[src/hdl/dipp_pkg.sv]
`timescale 1ns / 1ps
// ----------------------------------------------------------------------------
// dipp_pkg
// Types and character constants shared by the dotted pair parser modules.
// ----------------------------------------------------------------------------
package dipp_pkg;

    typedef enum logic [2:0] {
        PH_DONE,
        PH_LEAD,
        PH_FIRST,
        PH_DOT,
        PH_MINUS,
        PH_SECOND
    } phase_t;

    typedef struct packed {
        phase_t      phase;
        logic [31:0] first_accum;
        logic [31:0] second_accum;
        logic        first_is_negative;
        logic        second_is_negative;
        logic        first_digits_seen;
    } parse_state_t;

    typedef struct packed {
        logic        is_valid;
        logic [31:0] first_number;
        logic [31:0] second_number;
        logic [7:0]  stop_position;
    } parse_result_t;

    localparam logic [7:0] CH_NUL   = 8'h00;
    localparam logic [7:0] CH_TAB   = 8'h09;
    localparam logic [7:0] CH_CR    = 8'h0D;
    localparam logic [7:0] CH_SPACE = 8'h20;
    localparam logic [7:0] CH_PLUS  = 8'h2B;
    localparam logic [7:0] CH_COMMA = 8'h2C;
    localparam logic [7:0] CH_MINUS = 8'h2D;
    localparam logic [7:0] CH_DOT   = 8'h2E;
    localparam logic [7:0] CH_ZERO  = 8'h30;
    localparam logic [7:0] CH_NINE  = 8'h39;

    localparam logic [35:0] FIRST_LIMIT  = 36'h0_8000_0000;
    localparam logic [35:0] SECOND_LIMIT = 36'h0_7FFF_FFFF;
    localparam logic [31:0] FIRST_CLAMP  = 32'h7FFF_FFFF;
    localparam logic [31:0] NUM_NONE     = 32'hFFFF_FFFF;

    localparam parse_state_t STATE_RESET = '{
        phase:              PH_DONE,
        first_accum:        32'd0,
        second_accum:       32'd0,
        first_is_negative:  1'b0,
        second_is_negative: 1'b0,
        first_digits_seen:  1'b0
    };

endpackage

[src/hdl/dipp_step.sv]
`timescale 1ns / 1ps
// ----------------------------------------------------------------------------
// dipp_step
// Next-state and result logic for one text character of the pair parser.
// ----------------------------------------------------------------------------
module dipp_step #(
    parameter int MAX_POSITION = 255,
    parameter int POS_W        = 8
) (
    input  logic                   start_of_text,
    input  logic [7:0]             char_code,
    input  dipp_pkg::parse_state_t state,
    input  logic [POS_W-1:0]       position,
    output dipp_pkg::parse_state_t state_next,
    output logic [POS_W-1:0]       position_next,
    output logic                   emit,
    output dipp_pkg::parse_result_t result
);
    import dipp_pkg::*;

    localparam logic [POS_W:0] MAX_POS_EXT = (POS_W+1)'(MAX_POSITION);

    function automatic logic [POS_W-1:0] pos_add(input logic [POS_W-1:0] pos,
                                                 input logic [1:0] by);
        logic [POS_W:0] sum;
        sum = {1'b0, pos} + (POS_W+1)'(by);
        return (sum > MAX_POS_EXT) ? MAX_POS_EXT[POS_W-1:0] : sum[POS_W-1:0];
    endfunction

    parse_state_t     cur;
    logic [POS_W-1:0] pos;
    logic             is_digit;
    logic             is_ws;
    logic             is_end;
    logic             is_end_comma;
    logic             use_second;
    logic [31:0]      acc_in;
    logic [35:0]      acc_wide;
    logic [35:0]      product;
    logic [35:0]      limit;
    logic [31:0]      acc_sat;
    logic [31:0]      first_val;
    logic [31:0]      second_val;
    logic             first_nonneg;
    logic             ok;
    logic [31:0]      val_a;
    logic [31:0]      val_b;
    logic [POS_W-1:0] stop;

    always_comb
    begin
        // A start flag restarts the parse on this very character.
        cur       = state;
        pos       = position;
        if (start_of_text)
        begin
            cur       = STATE_RESET;
            cur.phase = PH_LEAD;
            pos       = '0;
        end

        is_digit     = (char_code >= CH_ZERO) && (char_code <= CH_NINE);
        is_ws        = (char_code == CH_SPACE) ||
                       ((char_code >= CH_TAB) && (char_code <= CH_CR));
        is_end       = (char_code == CH_NUL) || is_ws;
        is_end_comma = is_end || (char_code == CH_COMMA);

        // One shared multiply-by-ten accumulator serves both numbers.
        use_second = (cur.phase == PH_DOT) || (cur.phase == PH_MINUS) ||
                     (cur.phase == PH_SECOND);
        acc_in   = use_second ? cur.second_accum : cur.first_accum;
        acc_wide = 36'(acc_in);
        product  = (acc_wide << 3) + (acc_wide << 1) + 36'(char_code - CH_ZERO);
        limit    = use_second ? SECOND_LIMIT : FIRST_LIMIT;
        acc_sat  = (product > limit) ? limit[31:0] : product[31:0];

        if (cur.first_is_negative)
            first_val = 32'd0 - cur.first_accum;
        else
            first_val = cur.first_accum[31] ? FIRST_CLAMP : cur.first_accum;
        first_nonneg = !cur.first_is_negative || (cur.first_accum == 32'd0);
        second_val   = cur.second_is_negative ? (32'd0 - cur.second_accum)
                                              : cur.second_accum;

        state_next    = cur;
        position_next = pos_add(pos, 2'd1);
        emit          = 1'b0;
        ok            = 1'b0;
        val_a         = NUM_NONE;
        val_b         = NUM_NONE;
        stop          = pos;

        unique case (cur.phase)
            PH_LEAD:
            begin
                if (is_ws)
                begin
                end
                else if ((char_code == CH_PLUS) || (char_code == CH_MINUS))
                begin
                    state_next.first_is_negative = (char_code == CH_MINUS);
                    state_next.phase             = PH_FIRST;
                end
                else if (is_digit)
                begin
                    state_next.first_accum       = acc_sat;
                    state_next.first_digits_seen = 1'b1;
                    state_next.phase             = PH_FIRST;
                end
                else if ((char_code == CH_DOT) && (pos == '0))
                begin
                    // A leading dot reads as first number zero.
                    state_next.phase = PH_DOT;
                end
                else
                begin
                    emit = 1'b1;
                    stop = '0;
                end
            end
            PH_FIRST:
            begin
                if (is_digit)
                begin
                    state_next.first_accum       = acc_sat;
                    state_next.first_digits_seen = 1'b1;
                end
                else if (!cur.first_digits_seen)
                begin
                    emit = 1'b1;
                    stop = '0;
                end
                else if (is_end_comma)
                begin
                    emit  = 1'b1;
                    ok    = first_nonneg;
                    val_a = first_val;
                end
                else if (char_code == CH_DOT)
                begin
                    state_next.phase = PH_DOT;
                end
                else
                begin
                    emit = 1'b1;
                end
            end
            PH_DOT:
            begin
                if (is_end_comma)
                begin
                    emit  = 1'b1;
                    ok    = first_nonneg;
                    val_a = first_val;
                end
                else if (char_code == CH_MINUS)
                begin
                    // The position stays on the character after the dot.
                    state_next.second_is_negative = 1'b1;
                    state_next.phase              = PH_MINUS;
                    position_next                 = pos;
                end
                else if (!is_digit)
                begin
                    emit = 1'b1;
                end
                else
                begin
                    state_next.second_accum = acc_sat;
                    state_next.phase        = PH_SECOND;
                end
            end
            PH_MINUS:
            begin
                if (!is_digit)
                begin
                    emit = 1'b1;
                end
                else
                begin
                    state_next.second_accum = acc_sat;
                    state_next.phase        = PH_SECOND;
                    position_next           = pos_add(pos, 2'd2);
                end
            end
            PH_SECOND:
            begin
                if (is_digit)
                begin
                    state_next.second_accum = acc_sat;
                end
                else
                begin
                    emit  = 1'b1;
                    ok    = is_end;
                    val_a = first_val;
                    val_b = second_val;
                end
            end
            default:
            begin
                // No parse open: the character is dropped.
                position_next = pos;
            end
        endcase

        if (emit)
        begin
            state_next.phase = PH_DONE;
            position_next    = pos;
        end

        result.is_valid      = ok;
        result.first_number  = ok ? val_a : NUM_NONE;
        result.second_number = ok ? val_b : NUM_NONE;
        result.stop_position = 8'(stop);
    end

endmodule

[src/hdl/dotted_id_pair_parser.sv]
`timescale 1ns / 1ps
// A character that decides the parse is held in the input register; its result
// goes to the output register on m_axis_tvalid (two register stages).
// Throughput: one character per cycle; the input side stalls only when a
// deciding character meets a full output register that is not being taken.
// Reset: asynchronous, clears the valid flags and the parse state, and leaves
// the parser idle until a character with the start flag arrives.
// ----------------------------------------------------------------------------
// dotted_id_pair_parser
// Streaming parser for number pairs such as 12.3, one character per request.
// ----------------------------------------------------------------------------
module dotted_id_pair_parser #(
    parameter int MAX_POSITION = 255
) (
    input  logic        clk,
    input  logic        rst_n,
    input  logic        s_axis_tvalid,
    output logic        s_axis_tready,
    input  logic [7:0]  s_axis_tdata,  // [7:0] char_code
    input  logic [0:0]  s_axis_tuser,  // [0] start_of_text
    output logic        m_axis_tvalid,
    input  logic        m_axis_tready,
    output logic [71:0] m_axis_tdata,  // [31:0] first_number, [63:32] second_number,
                                       // [71:64] stop_position
    output logic [0:0]  m_axis_tuser   // [0] is_valid
);
    import dipp_pkg::*;

    localparam int POS_W = $clog2(MAX_POSITION + 1);

    logic             in_valid_reg;
    logic             in_valid_next;
    logic             in_start_reg;
    logic [7:0]       in_char_reg;
    parse_state_t     state_reg;
    parse_state_t     state_next;
    logic [POS_W-1:0] pos_reg;
    logic [POS_W-1:0] pos_next;
    logic             out_valid_reg;
    logic             out_valid_next;
    parse_result_t    out_result_reg;
    parse_result_t    step_result;
    logic             step_emit;
    logic             in_advance;

    dipp_step #(
        .MAX_POSITION (MAX_POSITION),
        .POS_W        (POS_W)
    ) u_step (
        .start_of_text (in_start_reg),
        .char_code     (in_char_reg),
        .state         (state_reg),
        .position      (pos_reg),
        .state_next    (state_next),
        .position_next (pos_next),
        .emit          (step_emit),
        .result        (step_result)
    );

    // The held character moves on unless it would overwrite a waiting result.
    assign in_advance    = in_valid_reg && (!step_emit || !out_valid_reg || m_axis_tready);
    assign s_axis_tready = !in_valid_reg || in_advance;

    always_comb
    begin
        in_valid_next = in_valid_reg;
        if (s_axis_tready)
            in_valid_next = s_axis_tvalid;

        out_valid_next = out_valid_reg;
        if (m_axis_tready)
            out_valid_next = 1'b0;
        if (in_advance && step_emit)
            out_valid_next = 1'b1;
    end

    always_ff @(posedge clk or negedge rst_n)
    begin
        if (!rst_n)
        begin
            in_valid_reg  <= 1'b0;
            out_valid_reg <= 1'b0;
            state_reg     <= STATE_RESET;
            pos_reg       <= '0;
        end
        else
        begin
            in_valid_reg  <= in_valid_next;
            out_valid_reg <= out_valid_next;
            if (in_advance)
            begin
                state_reg <= state_next;
                pos_reg   <= pos_next;
            end
        end
    end

    always_ff @(posedge clk)
    begin
        if (s_axis_tvalid && s_axis_tready)
        begin
            in_start_reg <= s_axis_tuser[0];
            in_char_reg  <= s_axis_tdata;
        end
        if (in_advance && step_emit)
            out_result_reg <= step_result;
    end

    assign m_axis_tvalid = out_valid_reg;
    assign m_axis_tuser  = out_result_reg.is_valid;
    assign m_axis_tdata  = {out_result_reg.stop_position,
                            out_result_reg.second_number,
                            out_result_reg.first_number};

`ifndef ASSERT_OFF
    a_result_from_step: assert property (@(posedge clk) disable iff (!rst_n)
        $rose(out_valid_reg) |-> $past(in_advance && step_emit))
        else $error("result appeared without a deciding character");

    a_invalid_is_none: assert property (@(posedge clk) disable iff (!rst_n)
        (m_axis_tvalid && !m_axis_tuser[0]) |->
        (out_result_reg.first_number == NUM_NONE &&
         out_result_reg.second_number == NUM_NONE))
        else $error("invalid result carries numbers");

    a_pos_bounded: assert property (@(posedge clk) disable iff (!rst_n)
        ({1'b0, pos_reg} <= (POS_W+1)'(MAX_POSITION)))
        else $error("character position beyond its limit");

    a_done_after_emit: assert property (@(posedge clk) disable iff (!rst_n)
        (in_advance && step_emit) |=> (state_reg.phase == PH_DONE))
        else $error("parse still open after its result");
`endif

endmodule

[config.mk]
export PLATFORM = sky130hd
export DESIGN_NAME = dotted_id_pair_parser
export DESIGN_NICKNAME = d
export VERILOG_FILES = /design/src/hdl/dipp_pkg.sv /design/src/hdl/dipp_step.sv /design/src/hdl/dotted_id_pair_parser.sv
export SDC_FILE = /design/constraint.sdc
export NUM_CORES = 1
export LEC_CHECK = 0
export BUFFER_PORTS_ARGS = -buffer_cell sky130_fd_sc_hd__buf_2
export CAP_MARGIN = 25
export CORE_ASPECT_RATIO = 1.5
export CORE_MARGIN = 2
export CORE_UTILIZATION = 45
export CTS_BUF_LIST = sky130_fd_sc_hd__clkbuf_8
export CTS_CLUSTER_SIZE = 20
export DETAILED_ROUTE_END_ITERATION = 16
export PLACE_DENSITY = 0.59
export SLEW_MARGIN = 20
export SYNTH_ARGS = -nofsm -noshare
export SYNTH_HDL_FRONTEND = slang
export SYNTH_SLANG_ARGS = --single-unit
[constraint.sdc]
create_clock -name clk -period 16.4 [get_ports clk]
set_input_delay 0 -clock clk [delete_from_list [all_inputs] [get_ports clk]]
set_output_delay 0 -clock clk [all_outputs]
set_load 0.01 [all_outputs]
==> metrics.cfg <==
[critical_path]
critPathLaunchType=flop
critical_path_arrival_ns=8.94
critPathMaxStageDelay_ns=0.69
worstSetupPathType=reg2reg
crit_family=compound AO/OA/AOI/OAI gates
worstPathRequired_ns=16.75
slowest_stage=or2_1
worstReg2RegStart=state_reg[68]$_DFFE_PN0P_
endpoint_kind=flop
r2r_end=state_reg[49]$_DFFE_PN0P_
timing.critical_path.buf_inv=5
rrSetupSlack_ns=7.81
reg2reg_depth=29
cp_max_fo=44

[finish]
final_core_util_pct=49.1
fin_area_sq_mm=0.0155
final_layout_size_suffix_gt1_share_pct=10.3
final_common_cell=nand2_1
syn_to_final_growth_pct=8.16
largest_reg_flops=72
fin_nets=1916
mostFrequentLayoutCells=nand2_1 (244), o21ai_0 (183), a21oi_1 (145)

[drt]
post-route-drc-count=0
avgRoutedWirePerCell_um=21.3
postRouteWirelength_um=47300
drt-initial-drc-count=1140
postRouteAntennaNets=0
vias_per_cell=6.25
dr_total_vias=13900
drtPass1Iterations=5

[timing]
fin_tns_setup_ns=0
rsz0062_at_grt=no
setup_ws_ns=7.81
period_minus_slack_ns=8.59
whs_ns=0.206
skew_ns=0.0248
drv_slew=0
relSlewSlack_pct=27.5
worst_pin_slew_ns=1.09
period_share_pct=52.4
final-hold-violation-count=0
max_freq_mhz=116
setup_viol=0

[yosys]
syn_area_per_cell_sq_um=8.13
synthTopCellsByArea=edfxtp_1 (17%), dfrtp_1 (14%), ha_1 (7.1%), nand2_1 (6.4%), o21ai_0 (6.4%)
mappedNetlistArea_sq_mm=0.0144
syn_inst=1767
synth_seq_cells=162
yosys_warnings=0
synthFlopType=edfxtp_1
synth-edff-count=82
synth_top_area_share_pct=17.1
ys_types=87
yosysSeqAreaShare_pct=31.1
syn_nets=1892
synth_area_leader_cell=edfxtp_1
async_flop_share_pct=49.4

[placed_design]
dp_slack_ns=7.90
dp_hpwl_um=35500
post_dp_cell_area_sq_mm=0.0150
portBuffers=87
globalplace.congestion=0.980

[power_and_ir_drop]
cellLeakagePower_nw=6.35
ir_worst_vdd_mv=0.0579
powerDensity_mw_per_mm2=96.0

[clocking]
clock_path_buffers=2
cts_root_buf=clkbuf_8
cts_num_sinks=162
cts_htree_levels=4
cts_buffers=17
cts_tree=yes
clock_latency_ns=0.51
cts_setup_buffers=0
clkTransAtPathRegs_ns=0.09

[die]
die_h_um=223
rows=80
io_pins=88
initial_core_util_pct=45.4
die_w_um=150
coreArea_sq_mm=0.0316
dieArea_sq_mm=0.0334

[global_route]
antenna_found_initial=1
grt_pass1_vias=13100
grt_max_degree=71
grt_pass1_wl_um=74900
gr-total-overflow=0
track_usage_pct=28.7

[hold_path]
min_from=s_axis_tdata[0]
hp-class=in2reg
hold_end=in_char_reg[0]$_DFFE_PP_
worstHoldPathCells=2

[status]
status=complete, no violations

[run]
maxCapViolCount=0

## how the worst max path moves through the flow
stage / start / end / slack (ns) / cells past startpoint
after detailed placement: state_reg[68]$_DFFE_PN0P_ / state_reg[40]$_DFFE_PN0P_ / 7.90 / 27
after global placement: state_reg[68]$_DFFE_PN0P_ / state_reg[59]$_DFFE_PN0P_ / 8.11 / 29
after floorplan: state_reg[69]$_DFFE_PN0P_ / state_reg[42]$_DFFE_PN0P_ / 9.03 / 31
after CTS: state_reg[68]$_DFFE_PN0P_ / state_reg[49]$_DFFE_PN0P_ / 7.88 / 27
after global routing: in_start_reg$_DFFE_PP_ / state_reg[49]$_DFFE_PN0P_ / 7.28 / 30
final: state_reg[68]$_DFFE_PN0P_ / state_reg[49]$_DFFE_PN0P_ / 7.81 / 29
## routing by layer
metal  track usage, %  routed length [um]  up-vias
met5                0                   0        -
met4             14.4                2430        0
met3             4.39                3360      128
met2             48.1               23100      641
met1             35.7               18400     6613
li1                 -                   -     6479
## logic make-up (layout without fill, tap and decap cells)
family          count (synthesis)  in the layout  synth area share, %
other cells                     0              2                    0
buf+inv                       229            266                 6.43
mux                             9              9                0.636
compound gates                612            612                 27.7
flops                         162            162                 31.1
fa+ha+maj                     113            113                 11.5
xor+xnor                       71             71                 4.33
simple gates                  571            571                 18.4
## cells in the mapped netlist, types with 15 or more instances
| cell type | number |
|---|---|
| xnor2_1 | 27 |
| or3_1 | 21 |
| o21a_1 | 15 |
| o221ai_1 | 15 |
| nor3_1 | 33 |
| clkbuf_1 | 94 |
| nand2_1 | 245 |
| inv_1 | 103 |
| edfxtp_1 | 82 |
| buf_2 | 17 |
| nand4_1 | 25 |
| dfrtp_1 | 80 |
| a31oi_1 | 32 |
| o21ai_0 | 183 |
| xor2_1 | 44 |
| nor2b_1 | 16 |
| o211ai_1 | 23 |
| o31ai_1 | 26 |
| fa_1 | 31 |
| ha_1 | 81 |
| a21o_1 | 36 |
| nand3_1 | 51 |
| nor2_1 | 111 |
| a21oi_1 | 145 |
## metrics by stage
stage                     instances  total power, W
after floorplan                1767         0.00101
after global routing           2215         0.00158
after detailed placement       2168         0.00121
after global placement         2166         0.00120
after CTS                      2214         0.00148
final                          2216         0.00149
## power by group
part           internal, W  switching, W  total, W
logic             0.000225      0.000481  0.000706
clock network     0.000120      0.000155  0.000276
registers         0.000461     0.0000496  0.000510
total             0.000805      0.000686   0.00149
## final cells by class
cell class	instances	area (sq um)
diodes	2	5.00
clock buffers	18	248
clock inverters	14	97.6
fillers	3192	16100
inverters	103	387
multi-input cells	1376	9000
flip-flops and latches	162	4460
well taps	410	513
repair buffers	131	816
## timing repair
action / in CTS / in global routing
hold endpoints to repair: 91 / 0
hold buffers: 14 / 0
resized for setup: 0 / 0
No activity file was read; power rests on OpenSTA's default activity.
